===== config.mk =====
export PLATFORM = sky130hd
export DESIGN_NAME = priority_task_queue_unit
export DESIGN_NICKNAME = d
export VERILOG_FILES = /design/src/design/ptq_pkg.sv /design/src/design/ptq_cell.sv /design/src/design/priority_task_queue_unit.sv
export SDC_FILE = /design/constraint.sdc
export NUM_CORES = 1
export LEC_CHECK = 0
export ABC_AREA = 1
export BUFFER_PORTS_ARGS = -buffer_cell sky130_fd_sc_hd__buf_2
export CAP_MARGIN = 40
export CORE_ASPECT_RATIO = 1.1
export CORE_MARGIN = 10
export CORE_UTILIZATION = 50
export CTS_CLUSTER_SIZE = 14
export DETAILED_ROUTE_END_ITERATION = 8
export GPL_TIMING_DRIVEN = 0
export PLACE_DENSITY = 0.63
export SLEW_MARGIN = 10
export SYNTH_ARGS = -nofsm -noshare
export SYNTH_HDL_FRONTEND = slang
export SYNTH_SLANG_ARGS = --single-unit

===== constraint.sdc =====
create_clock -name clock -period 3.8 [get_ports clock]
set_input_delay 0.19 -clock clock [delete_from_list [all_inputs] [get_ports clock]]
set_output_delay 0.19 -clock clock [all_outputs]
set_load 0.02 [all_outputs]

===== src/design/ptq_pkg.sv =====
`default_nettype none

package ptq_pkg;

   // Default sizing of the queue
   localparam int QUEUE_DEPTH_DEF     = 16;
   localparam int PRIORITY_LEVELS_DEF = 4;
   localparam int ID_BITS_DEF         = 8;

   // Fixed field widths of the channel words
   localparam int TASK_ID_W   = 8;
   localparam int PRIORITY_W  = 2;
   localparam int STATUS_W    = 2;
   localparam int OCCUPANCY_W = 5;

   // Request opcodes
   localparam logic ACTION_INSERT = 1'b0;
   localparam logic ACTION_POP    = 1'b1;

   // Response status codes
   localparam logic [STATUS_W-1:0] STATUS_INSERTED = 2'd0;
   localparam logic [STATUS_W-1:0] STATUS_POPPED   = 2'd1;
   localparam logic [STATUS_W-1:0] STATUS_EMPTY    = 2'd2;
   localparam logic [STATUS_W-1:0] STATUS_FULL     = 2'd3;

   typedef struct packed {
      logic                  action;
      logic [TASK_ID_W-1:0]  task_id;
      logic [PRIORITY_W-1:0] priority_req;
   } req_type;

   typedef struct packed {
      logic [TASK_ID_W-1:0]   out_task_id;
      logic [PRIORITY_W-1:0]  out_priority;
      logic [STATUS_W-1:0]    status;
      logic [OCCUPANCY_W-1:0] occupancy;
   } rsp_type;

   // Per-cycle command broadcast to every cell of the chain
   typedef struct packed {
      logic do_insert;
      logic do_pop;
   } cell_ctrl_type;

endpackage

`default_nettype wire


===== src/design/ptq_cell.sv =====
`default_nettype none

module ptq_cell #(
   parameter int ID_BITS = 8,
   parameter int PRIO_W  = 2,
   parameter int CNT_W   = 5,
   parameter int INDEX   = 0
) (
   input  wire logic                   clock,
   input  wire ptq_pkg::cell_ctrl_type ctrl,
   input  wire logic [CNT_W-1:0]       count,
   input  wire logic [ID_BITS-1:0]     new_id,
   input  wire logic [PRIO_W-1:0]      new_prio,
   input  wire logic                   left_keep,
   input  wire logic [ID_BITS-1:0]     left_id,
   input  wire logic [PRIO_W-1:0]      left_prio,
   input  wire logic [ID_BITS-1:0]     right_id,
   input  wire logic [PRIO_W-1:0]      right_prio,
   output logic                        keep,
   output logic [ID_BITS-1:0]          id,
   output logic [PRIO_W-1:0]           prio
);
   import ptq_pkg::*;

   logic [ID_BITS-1:0] id_ff,   id_in;
   logic [PRIO_W-1:0]  prio_ff, prio_in;
   logic               occupied;

   // Entry holds a live word when its slot lies below the fill count
   assign occupied = CNT_W'(INDEX) < count;

   // Strictly higher priority entries stay put on insert
   assign keep = occupied && (prio_ff > new_prio);

   // Next entry: hold, take the new word, shift down from left, or up from right
   always_comb begin
      id_in   = id_ff;
      prio_in = prio_ff;
      if (ctrl.do_insert) begin
         if (!keep) begin
            if (left_keep) begin
               id_in   = new_id;
               prio_in = new_prio;
            end else begin
               id_in   = left_id;
               prio_in = left_prio;
            end
         end
      end else if (ctrl.do_pop) begin
         id_in   = right_id;
         prio_in = right_prio;
      end
   end

   always_ff @(posedge clock) begin
      id_ff   <= id_in;
      prio_ff <= prio_in;
   end

   assign id   = id_ff;
   assign prio = prio_ff;

endmodule

`default_nettype wire


===== src/design/priority_task_queue_unit.sv =====
// Sorted priority queue of task handles, highest priority at the head.
// Request channel (req_valid/req_ready/req_data): a word either inserts a
// task id with a priority or pops the head entry. Among equal priorities
// the newest insert is served first. Response channel (rsp_valid/rsp_ready/
// rsp_data): exactly one word per request, in request order, carrying the
// popped id and priority (zero on insert or error), a status code and the
// occupancy after the request.
// The response is valid in the cycle after the request is accepted. One
// request is taken every cycle: all cells of the chain compare against
// the new priority in parallel and shift by one slot in the same cycle,
// and the single response register is refilled in the cycle it is drained.
// When the receiver stalls, the response register holds its word and
// req_ready drops until it is taken.
// Reset empties the queue (fill count to zero) and clears the response
// valid; entry storage is not cleared and needs no sweep.
`default_nettype none

module priority_task_queue_unit #(
   parameter int QUEUE_DEPTH     = ptq_pkg::QUEUE_DEPTH_DEF,
   parameter int PRIORITY_LEVELS = ptq_pkg::PRIORITY_LEVELS_DEF,
   parameter int ID_BITS         = ptq_pkg::ID_BITS_DEF
) (
   input  wire logic             clock,
   input  wire logic             reset,
   input  wire logic             req_valid,
   output logic                  req_ready,
   input  wire ptq_pkg::req_type req_data,
   output logic                  rsp_valid,
   input  wire logic             rsp_ready,
   output ptq_pkg::rsp_type      rsp_data
);
   import ptq_pkg::*;

   localparam int PRIO_W = (PRIORITY_LEVELS > 2) ? $clog2(PRIORITY_LEVELS) : 1;
   localparam int CNT_W  = $clog2(QUEUE_DEPTH + 1);

   logic [CNT_W-1:0]   count_ff, count_in;
   logic               rsp_valid_ff, rsp_valid_in;
   rsp_type            rsp_ff, rsp_in;

   logic               accept;
   logic               is_full;
   logic               is_empty;
   cell_ctrl_type      ctrl;
   logic [ID_BITS-1:0] new_id;
   logic [PRIO_W-1:0]  new_prio;

   logic               cell_keep [QUEUE_DEPTH];
   logic [ID_BITS-1:0] cell_id   [QUEUE_DEPTH];
   logic [PRIO_W-1:0]  cell_prio [QUEUE_DEPTH];

   // Accept whenever the response slot is free or being drained
   assign req_ready = !rsp_valid_ff || rsp_ready;
   assign accept    = req_valid && req_ready;

   assign is_full  = count_ff == CNT_W'(QUEUE_DEPTH);
   assign is_empty = count_ff == '0;

   // Clamp priority to the configured levels, keep the low id bits
   assign new_prio = ({30'd0, req_data.priority_req} > 32'(PRIORITY_LEVELS - 1)) ?
                     PRIO_W'(PRIORITY_LEVELS - 1) : PRIO_W'(req_data.priority_req);
   assign new_id   = ID_BITS'(req_data.task_id);

   assign ctrl.do_insert = accept && (req_data.action == ACTION_INSERT) && !is_full;
   assign ctrl.do_pop    = accept && (req_data.action == ACTION_POP) && !is_empty;

   // Chain of storage cells, head at index zero
   for (genvar i = 0; i < QUEUE_DEPTH; i++) begin : g_cell
      logic               left_keep;
      logic [ID_BITS-1:0] left_id,   right_id;
      logic [PRIO_W-1:0]  left_prio, right_prio;

      if (i == 0) begin : g_head
         assign left_keep = 1'b1;
         assign left_id   = '0;
         assign left_prio = '0;
      end else begin : g_body
         assign left_keep = cell_keep[i-1];
         assign left_id   = cell_id[i-1];
         assign left_prio = cell_prio[i-1];
      end

      if (i == QUEUE_DEPTH - 1) begin : g_tail
         assign right_id   = '0;
         assign right_prio = '0;
      end else begin : g_mid
         assign right_id   = cell_id[i+1];
         assign right_prio = cell_prio[i+1];
      end

      ptq_cell #(
         .ID_BITS (ID_BITS),
         .PRIO_W  (PRIO_W),
         .CNT_W   (CNT_W),
         .INDEX   (i)
      ) u_cell (
         .clock      (clock),
         .ctrl       (ctrl),
         .count      (count_ff),
         .new_id     (new_id),
         .new_prio   (new_prio),
         .left_keep  (left_keep),
         .left_id    (left_id),
         .left_prio  (left_prio),
         .right_id   (right_id),
         .right_prio (right_prio),
         .keep       (cell_keep[i]),
         .id         (cell_id[i]),
         .prio       (cell_prio[i])
      );
   end

   // Fill count and response word
   always_comb begin
      count_in     = count_ff;
      rsp_valid_in = rsp_valid_ff;
      rsp_in       = rsp_ff;
      if (rsp_ready) begin
         rsp_valid_in = 1'b0;
      end
      if (accept) begin
         rsp_valid_in       = 1'b1;
         rsp_in.out_task_id = '0;
         rsp_in.out_priority = '0;
         if (req_data.action == ACTION_INSERT) begin
            if (is_full) begin
               rsp_in.status = STATUS_FULL;
            end else begin
               rsp_in.status = STATUS_INSERTED;
               count_in      = count_ff + CNT_W'(1);
            end
         end else begin
            if (is_empty) begin
               rsp_in.status = STATUS_EMPTY;
            end else begin
               rsp_in.status       = STATUS_POPPED;
               rsp_in.out_task_id  = TASK_ID_W'(cell_id[0]);
               rsp_in.out_priority = PRIORITY_W'(cell_prio[0]);
               count_in            = count_ff - CNT_W'(1);
            end
         end
         rsp_in.occupancy = OCCUPANCY_W'(count_in);
      end
   end

   always_ff @(posedge clock) begin
      if (reset) begin
         count_ff     <= '0;
         rsp_valid_ff <= 1'b0;
      end else begin
         count_ff     <= count_in;
         rsp_valid_ff <= rsp_valid_in;
      end
      rsp_ff <= rsp_in;
   end

   assign rsp_valid = rsp_valid_ff;
   assign rsp_data  = rsp_ff;

endmodule

`default_nettype wire


* Yosys cells after proc, flatten, opt, wreduce, memory -nomap -nowiden
Cells that the tools add are included.
** Storage, ports and cells
- Register bits after elaboration :: 183
- Input port bits :: 15
- Output and inout port bits :: 19
- Logic and storage cells :: 269
** Cells by class
- Add/sub/neg operators :: 2
- $lt $le $gt $ge :: 32
- Equality and inequality tests :: 17
- Muxes and demuxes :: 134
- Bitwise logic cells :: 1
- Reduce and logical (&&, ||, !) cells :: 45
** Operator list (number)
- 2-to-1 mux 8 bit :: 63
- 2-to-1 mux 2 bit :: 66
- < comparator 4 x 5 -> 1 bit, first input constant :: 8
- greater-than comparator 2 bit :: 16
- != test 2 bit, second input constant :: 16
- AND reduction 2 bit :: 16
- logical AND 1 bit :: 21
- < comparator 3 x 5 -> 1 bit, first input constant :: 4
- 2-to-1 mux 5 bit :: 3
- < comparator 1 x 5 -> 1 bit, first input constant :: 2
- < comparator 2 x 5 -> 1 bit, first input constant :: 2
- adder 5 x 1 -> 5 bit, second input constant :: 1
- == test 5 bit, second input constant :: 1
- logical NOT 5 bit :: 1
- subtractor 5 x 1 -> 5 bit, second input constant :: 1
- nonzero test 2 bit :: 2
- logical NOT 1 bit :: 3
- 2-to-1 mux 1 bit :: 2
- OR reduction 2 bit :: 1
- logical OR 1 bit :: 1
- inverter 1 bit :: 1

* Longest topological paths before layout
Gate-level depths: netlist of run 1.
- Depth in word-level cells :: 7
- Depth in mapped cells :: 12
- Gate-level depth less buffers :: 11

* Modules after synthesis
A second synthesis of run 1 with hierarchy kept.
** Second synthesis, totals
- Cells, all modules :: 1286
- Area total of the unflattened synthesis :: 10664.0 µm²
** By module, submodules not included
- ptq_cell at g_cell[11].u_cell ... :: times used 4, cells an instance 72, area each 589.3 µm², seq. area each 300.3 µm²
- ptq_cell at g_cell[2].u_cell ... :: times used 3, cells an instance 73, area each 594.3 µm², seq. area each 300.3 µm²
- ptq_cell at g_cell[0].u_cell ... :: times used 2, cells an instance 73, area each 596.8 µm², seq. area each 300.3 µm²
- ptq_cell at g_cell[13].u_cell ... :: times used 2, cells an instance 72, area each 590.6 µm², seq. area each 300.3 µm²
- priority_task_queue_unit :: times used 1, cells an instance 123, area each 1126.1 µm², seq. area each 630.6 µm²
- ptq_cell at g_cell[14].u_cell :: times used 1, cells an instance 73, area each 648.1 µm², seq. area each 300.3 µm²
- ptq_cell at g_cell[10].u_cell :: times used 1, cells an instance 76, area each 604.3 µm², seq. area each 300.3 µm²
- ptq_cell at g_cell[8].u_cell :: times used 1, cells an instance 75, area each 600.6 µm², seq. area each 300.3 µm²
- ptq_cell at g_cell[7].u_cell :: times used 1, cells an instance 72, area each 588.1 µm², seq. area each 300.3 µm²
- ptq_cell at g_cell[15].u_cell :: times used 1, cells an instance 70, area each 581.8 µm², seq. area each 300.3 µm²

* Least setup slack after synthesis of run 1
OpenSTA, ideal clock, no wires.
- Path type :: input-to-reg
- Start point :: in req_data[1] in the netlist's numbering
- End point :: reg g_cell[14].u_cell.id_ff[0], enable pin
- Setup time :: 391 ps
- Arrival :: 2260 ps
- Path slack :: 1150 ps
- Stages on the path :: 7
- Buffers on the path :: 0
- Cells stage by stage :: clkinv_1 -> ha_1 -> a21oi_1 -> a21oi_1 -> nand2_1 -> inv_1 -> o21ai_0
** On the way
- Cells in the longest elaborated chain, start to end :: 4
** Ends and longest elaborated chain
- from (decl) :: RTL line priority_task_queue_unit.sv:27 : input wire ptq_pkg::req_type req_data,
- greater-than comparator 2 bit :: RTL line ptq_cell.sv:33 : assign keep = occupied && (prio_ff > new_prio);
- logical AND 1 bit :: RTL line ptq_cell.sv:33
- != test 2 bit (no line)
- AND reduction 2 bit (no line)
- to (signal assigned) :: RTL line ptq_cell.sv:56 : id_ff <= id_in;
- to (decl) :: RTL line ptq_cell.sv:25 : logic [ID_BITS-1:0] id_ff, id_in;
Every way passes these cells.
A chain may end at the register's enable or synchronous reset.

* Worst setup path in the final report of run 1
- Start point :: reg count_ff[0]
- End point :: reg g_cell[9].u_cell.id_ff[3], enable pin
** On the way
- Cells in the longest elaborated chain, start to end :: 5
- Elaborated cells between the ends (all ways) :: 11
- Classes of those cells :: order compare: 1; eq/ne: 2; reduce/logical: 8
** Ends and longest elaborated chain
- from (decl) :: RTL line priority_task_queue_unit.sv:37 : logic [CNT_W-1:0] count_ff, count_in;
- from (signal assigned) :: RTL line priority_task_queue_unit.sv:151 : count_ff <= count_in;
- parallel branches: the longest is 4 deep, another holds < comparator 4 x 5 -> 1 bit
- AND reduction 2 bit (no line) (*)
- to (signal assigned) :: RTL line ptq_cell.sv:56
- to (decl) :: RTL line ptq_cell.sv:25
Every way passes the cells marked *.

==> impl_metrics.py, run 1 <==
metrics = {
    "clock_network": {
        "clk_latency_ps": 440,
        "cts_tree": "built",
        "cts_resized": 0,
        "htreeDepth": 4,
        "clockBufferDepth": 2,
        "cts_sinks": 183,
        "clk_pin_slew_ps": 70,
        "postCtsHoldBufs": 1,
        "cts_buffers": 17,
        "clockRootBuffer": "clkbuf_16",
        "post_cts_buffers": 0,
    },
    "route": {
        "first_pass_iters": 5,
        "drc": 0,
        "first_iter_violations": 785,
        "wl_met1_um": 13300,
        "post_drt_via_cell_ratio": 5.31,
        "wl_met3_um": 2250,
        "final_antenna_net_count": 0,
        "top_layer": "met4",
        "routed-wl-met2_um": 13500,
        "num_vias": 8810,
        "avgRoutedWirePerCell_um": 17.9,
        "wirelength_um": 29700,
    },
    "logic_synthesis": {
        "async_reset_ff_frac": 0,
        "synth.most_common_cell": "nand2_1",
        "synth_nets": 1387,
        "ys_seq_area_frac": 0.518,
        "synth-edff-count": 177,
        "yosysTopAreaCell": "edfxtp_1",
        "ys_warn_count": 0,
        "syn_avg_cell_area_um2": 7.85,
        "syn_inst": 1336,
        "synth_top_area_frac": 0.506,
        "ys_types": 25,
        "ys_ff_latch": 183,
        "synthFlopType": "edfxtp_1",
        "syn_area_mm2": 0.0105,
        "ys_top_cells_by_area": "edfxtp_1 51%, nand2_1 26%, inv_1 4.4%, ha_1 4.3%, o21ai_0 4.1%",
        "synth_common_cells": "723 x nand2_1, 177 x edfxtp_1, 124 x inv_1",
    },
    "min_path": {
        "min-delay-start": "rsp_ready",
        "hold_class": "in2reg",
    },
    "critical_path": {
        "cp-start-kind": "flop",
        "worstReg2RegStart": "count_ff[0]",
        "worstSetupPathType": "reg2reg",
        "regToRegSetupSlack_ps": 950,
        "crit_start": "count_ff[0]",
        "path_max_fanout": 11,
        "worstSetupEndpointType": "flop",
        "critical_path_required_ps": 3880,
        "crit_arrival_ps": 2930,
    },
    "cells_and_area": {
        "syn_to_final_growth_pct": 10.8,
        "n_fill_cell": 1981,
        "final_util": 0.563,
        "antennaDiodeCount": 0,
        "fin_area_mm2": 0.0116,
        "final_nets": 1442,
        "stdcell_count": 1660,
        "drive_above_1_share": 0.0848,
    },
    "sta": {
        "finalHoldViolations": 0,
        "slew_headroom": 0.403,
        "max_freq_ghz": 0.351,
        "skew_ps": 8.91,
        "slew_viol_final": 0,
        "setup_viol": 0,
        "period_needed_ps": 2850,
        "fin_tns_setup_ps": 0,
        "tightest_slew_ps": 890,
        "rsz0062_at_grt": "false",
        "fin_crit_sh": 0.750,
    },
    "die": {
        "design.die.area_mm2": 0.0272,
        "num_rows": 55,
        "coreArea_mm2": 0.0206,
        "start_util": 0.508,
        "die_y_um": 172,
        "pin_count": 34,
        "die_w_um": 158,
    },
    "place": {
        "numPlacedInstances": 1627,
        "gp_congestion": 0.912,
        "io_buffers": 33,
        "placed_cell_area_mm2": 0.0110,
        "dp_hpwl_um": 22300,
    },
    "global_route": {
        "track_usage": 0.222,
        "antenna_found_initial": 0,
        "grt_pass1_vias": 8230,
        "grt_pass1_wl_um": 46000,
        "gr-total-overflow": 0,
        "grt_max_degree": 25,
    },
    "run_status": {
        "status": "finished, final reports clean",
    },
    "power": {
        "power_uw": 5840,
        "power_leakage_uw": 0.00604,
        "powerDensity_mw_per_mm2": 502,
        "peakVddDrop_mv": 0.337,
    },
    "job": {
        "max_cap_violations": 0,
    },
}
## layer usage
metal,up-vias,global-route usage
met2,337,0.350
met5,-,0
met1,4082,0.308
li1,4342,-
met3,49,0.0368
met4,0,0.0645
## cell families after synthesis
logic type,count (synthesis),share of synthesized area
AO/OA/AOI/OAI,126,0.0650
XOR/XNOR,4,0.00334
adder cells (fa/ha/maj),36,0.0429
buffers and inverters,194,0.0807
flip-flops,183,0.518
AND/OR/NAND/NOR,793,0.290
## stage by stage
stage	worst slack (ps)	hold slack (ps)
detailed placement	964	455
finish	950	34.1
floorplan	1150	259
global route	745	49.7
global placement	79.5	457
CTS	945	29.5
## layout make-up
class                      count  area (um2)  share of cell area
buffer                        64         359              0.0309
clock buffer                  17         425              0.0366
clock inverter                15         181              0.0156
inverter                     130         488              0.0420
multi-input combinational    959        4210               0.362
sequential                   183        5440               0.467
tap                          256         320              0.0275
timing repair buffer          36         210              0.0181
## cells in the final DEF, fill, tap and decap left out, types with 2 or more instances in the layout
| cell | count |
|---|---|
| bufinv_16 | 2 |
| xor2_1 | 4 |
| a21boi_0 | 2 |
| buf_4 | 25 |
| clkbuf_16 | 17 |
| o211ai_1 | 2 |
| o21ai_1 | 6 |
| o21ai_0 | 83 |
| inv_8 | 5 |
| inv_2 | 5 |
| nand2_2 | 2 |
| a21oi_1 | 20 |
| nand3_1 | 40 |
| edfxtp_1 | 177 |
| nand2_1 | 723 |
| inv_6 | 3 |
| clkbuf_1 | 22 |
| clkinv_4 | 3 |
| o21bai_1 | 12 |
| buf_2 | 50 |
| inv_1 | 124 |
| ha_1 | 36 |
| dfxtp_1 | 6 |
| nor2_1 | 25 |
## path summary, 6_finish.rpt
| kind | end | cells after the start |
|---|---|---|
| setup / recovery | g_cell[9].u_cell.id[3] | 11 |
| hold / removal | rsp_valid | 4 |
| setup reg to reg | g_cell[9].u_cell.id[3] | 11 |
| hold reg to reg | g_cell[14].u_cell.id[7] | 2 |
## state kept, by name (all words and copies together), names as in the netlist
signal / count
count_ff: 5
g_cell.u_cell.id: 128
g_cell.u_cell.prio: 32
rsp_data: 17
rsp_valid: 1
## report_power, final
group	leakage [uW]	switching, uW	internal (uW)
Sequential	0.00174	129	2570
Clock	0.000298	874	1000
Combinational	0.00400	874	391
## worst max-delay path: stages (launching register included)
cell and delay, ps:
dfxtp_1 460, inv_1 80, buf_2 200, ha_1 230, inv_1 50, nor2_1 40
nand2_1 70, nand2_1 120, inv_1 150, nand2_1 320, buf_4 360, nand2_1 400
No activity file was read; power rests on OpenSTA's default activity.
==> run 2, diff against run 1 <==
==> constraint.sdc (replaced) <==
create_clock -name clock -period 2.85 [get_ports clock]
set_input_delay 0.1425 -clock clock [delete_from_list [all_inputs] [get_ports clock]]
set_output_delay 0.1425 -clock clock [all_outputs]
set_load 0.02 [all_outputs]
==> run 2 against run 1 <==
Combinational power grew 34%. Largest power group unchanged. Core utilization grew 0.18 points. Count of clock-buffer cells in the layout unchanged. Critical path depth stayed put. Critical endpoint is now g_cell[13].u_cell.id[4].
==> impl_metrics.py, run 2 (synthesis gave the netlist of run 1 again) <==
metrics = {
    "global_route": {
        "grt_pass1_vias": 8237,
        "track_usage": 0.222,
        "grt_pass1_wl_um": 46000,
        "antenna_found_initial": 0,
        "gr-total-overflow": 0,
        "grt_max_degree": 25,
    },
    "critical_path": {
        "worstSetupPathType": "reg2reg",
        "cp_cell_sequence": "inv_1 -> buf_2 -> ha_1 -> inv_1 -> nor2_1 -> nand2_1 -> nand2_1 -> inv_1 -> nand2_2 -> buf_4 -> nand2_1",
        "crit_buf_inv": 5,
        "path_max_fanout": 11,
        "slowest_stage": "dfxtp_1",
        "path_delay_family": "simple AND/OR/NAND/NOR gates",
        "cp-start-kind": "flop",
        "worstSetupEndpointType": "flop",
        "critPathMaxStageDelay_ps": 460,
        "crit_arrival_ps": 2740,
        "critical_path_required_ps": 2940,
    },
    "sta": {
        "fin_crit_sh": 0.931,
        "slew_viol_final": 0,
        "skew_ps": 9.02,
        "finalHoldViolations": 0,
        "tightest_slew_ps": 773,
        "period_needed_ps": 2650,
        "rsz0062_at_grt": "false",
        "max_freq_ghz": 0.377,
        "slew_headroom": 0.485,
        "setup_viol": 0,
        "fin_hold_ws_ps": 151,
    },
    "die": {
        "start_util": 0.508,
        "coreArea_mm2": 0.0206,
        "design.die.area_mm2": 0.0272,
        "die_y_um": 172,
        "die_w_um": 158,
        "num_rows": 55,
        "pin_count": 34,
    },
    "cells_and_area": {
        "layout_commonest_cell": "nand2_1",
        "largest_register_ff_count": 128,
        "syn_to_final_growth_pct": 11.2,
        "multiInputGateArea_mm2": 0.00424,
        "drive_above_1_share": 0.0903,
        "final_nets": 1444,
        "most-common-layout-cells": "717 x nand2_1, 177 x edfxtp_1, 124 x inv_1",
        "stdcell_count": 1662,
        "n_fill_cell": 1974,
        "seq_area_mm2": 0.00544,
        "antennaDiodeCount": 0,
    },
    "clock_network": {
        "cts_buffers": 17,
        "clk_pin_slew_ps": 70,
        "clockBufferDepth": 2,
        "htreeDepth": 4,
        "cts_tree": "built",
        "clk_latency_ps": 440,
        "clockRootBuffer": "clkbuf_16",
        "cts_sinks": 183,
    },
    "power": {
        "powerDensity_mw_per_mm2": 667,
        "power_leakage_uw": 0.00605,
        "peakVddDrop_mv": 0.448,
    },
    "route": {
        "post_drt_via_cell_ratio": 5.30,
        "wl_met3_um": 2280,
        "first_pass_iters": 6,
        "wl_met1_um": 13300,
        "num_vias": 8807,
        "top_layer": "met4",
        "first_iter_violations": 757,
        "routed-wl-met2_um": 13700,
        "final_antenna_net_count": 0,
        "drc": 0,
        "avgRoutedWirePerCell_um": 18.0,
        "wirelength_um": 29900,
    },
    "run_status": {
        "status": "finished, final reports clean",
    },
    "job": {
        "max_cap_violations": 0,
    },
    "place": {
        "io_buffers": 33,
        "gp_congestion": 0.912,
        "numPlacedInstances": 1627,
        "dp_hpwl_um": 22300,
    },
    "min_path": {
        "hold_class": "in2reg",
    },
}
[run 2: cell count changes in the layout (fill, tap and decap cells not counted)]
cell           delta
nand2_1           -6
nand2_2           +6
a21oi_2           +1
dlygate4sd3_1     +1
o21ai_1           -1
o21ai_2           +1
[run 2: area by class of cell]
class,count,share of cell area
buffer,64,0.0308
clock buffer,17,0.0365
clock inverter,15,0.0155
inverter,130,0.0418
multi-input combinational,960,0.363
sequential,183,0.466
tap,256,0.0275
timing repair buffer,37,0.0189
[run 2: final timing paths]
check,slack (ps),start,to,cells after the start
setup / recovery,200,count_ff[0],g_cell[13].u_cell.id[4],11
hold / removal,150,req_data[6],g_cell[15].u_cell.id[4],3
hold reg to reg,520,g_cell[15].u_cell.id[0],g_cell[14].u_cell.id[0],2
setup reg to reg,200,count_ff[0],g_cell[13].u_cell.id[4],11
[run 2: power by group]
part	internal [uW]	total, uW	switching, uW
clock	1330	2500	1160
combinational	526	1690	1170
sequential	3420	3600	173
[run 2: timing repair]
item / in CTS / in global routing
cloned: 0 / 1
resized for setup: 1 / 6
setup endpoints to repair: 4 / 115
hold buffers: 2 / 0
pin swaps: 0 / 1
setup buffers: 0 / 0
endpoints found under the hold margin: 1 / 0
[run 2: worst min-delay path: cells and delay by family]
kind                   cells  cell delay (ps)
buffers and inverters      1              140
and+or+nand+nor            1               80
AOI/OAI and AO/OA          1               60
[run 2: layer usage]
metal,global-route usage,vias to the layer above
met3,0.0368,44
met2,0.351,338
met5,0,-
li1,-,4346
met1,0.307,4079
met4,0.0645,0
[run 2: metrics by stage]
step | total power, uW | instance area, um2 | TNS (ps) | utilization | setup WS, ps
after floorplan | 4780 | 10500 | 0 | - | 242
after global routing | 8180 | 11700 | 0 | 0.565 | 0.982
final | 7790 | 11700 | 0 | 0.565 | 195
after detailed placement | 5320 | 11000 | 0 | 0.534 | 14.3
after global placement | 5260 | 11000 | -25410 | 0.532 | -823
after CTS | 7770 | 11600 | 0 | 0.564 | 22.5
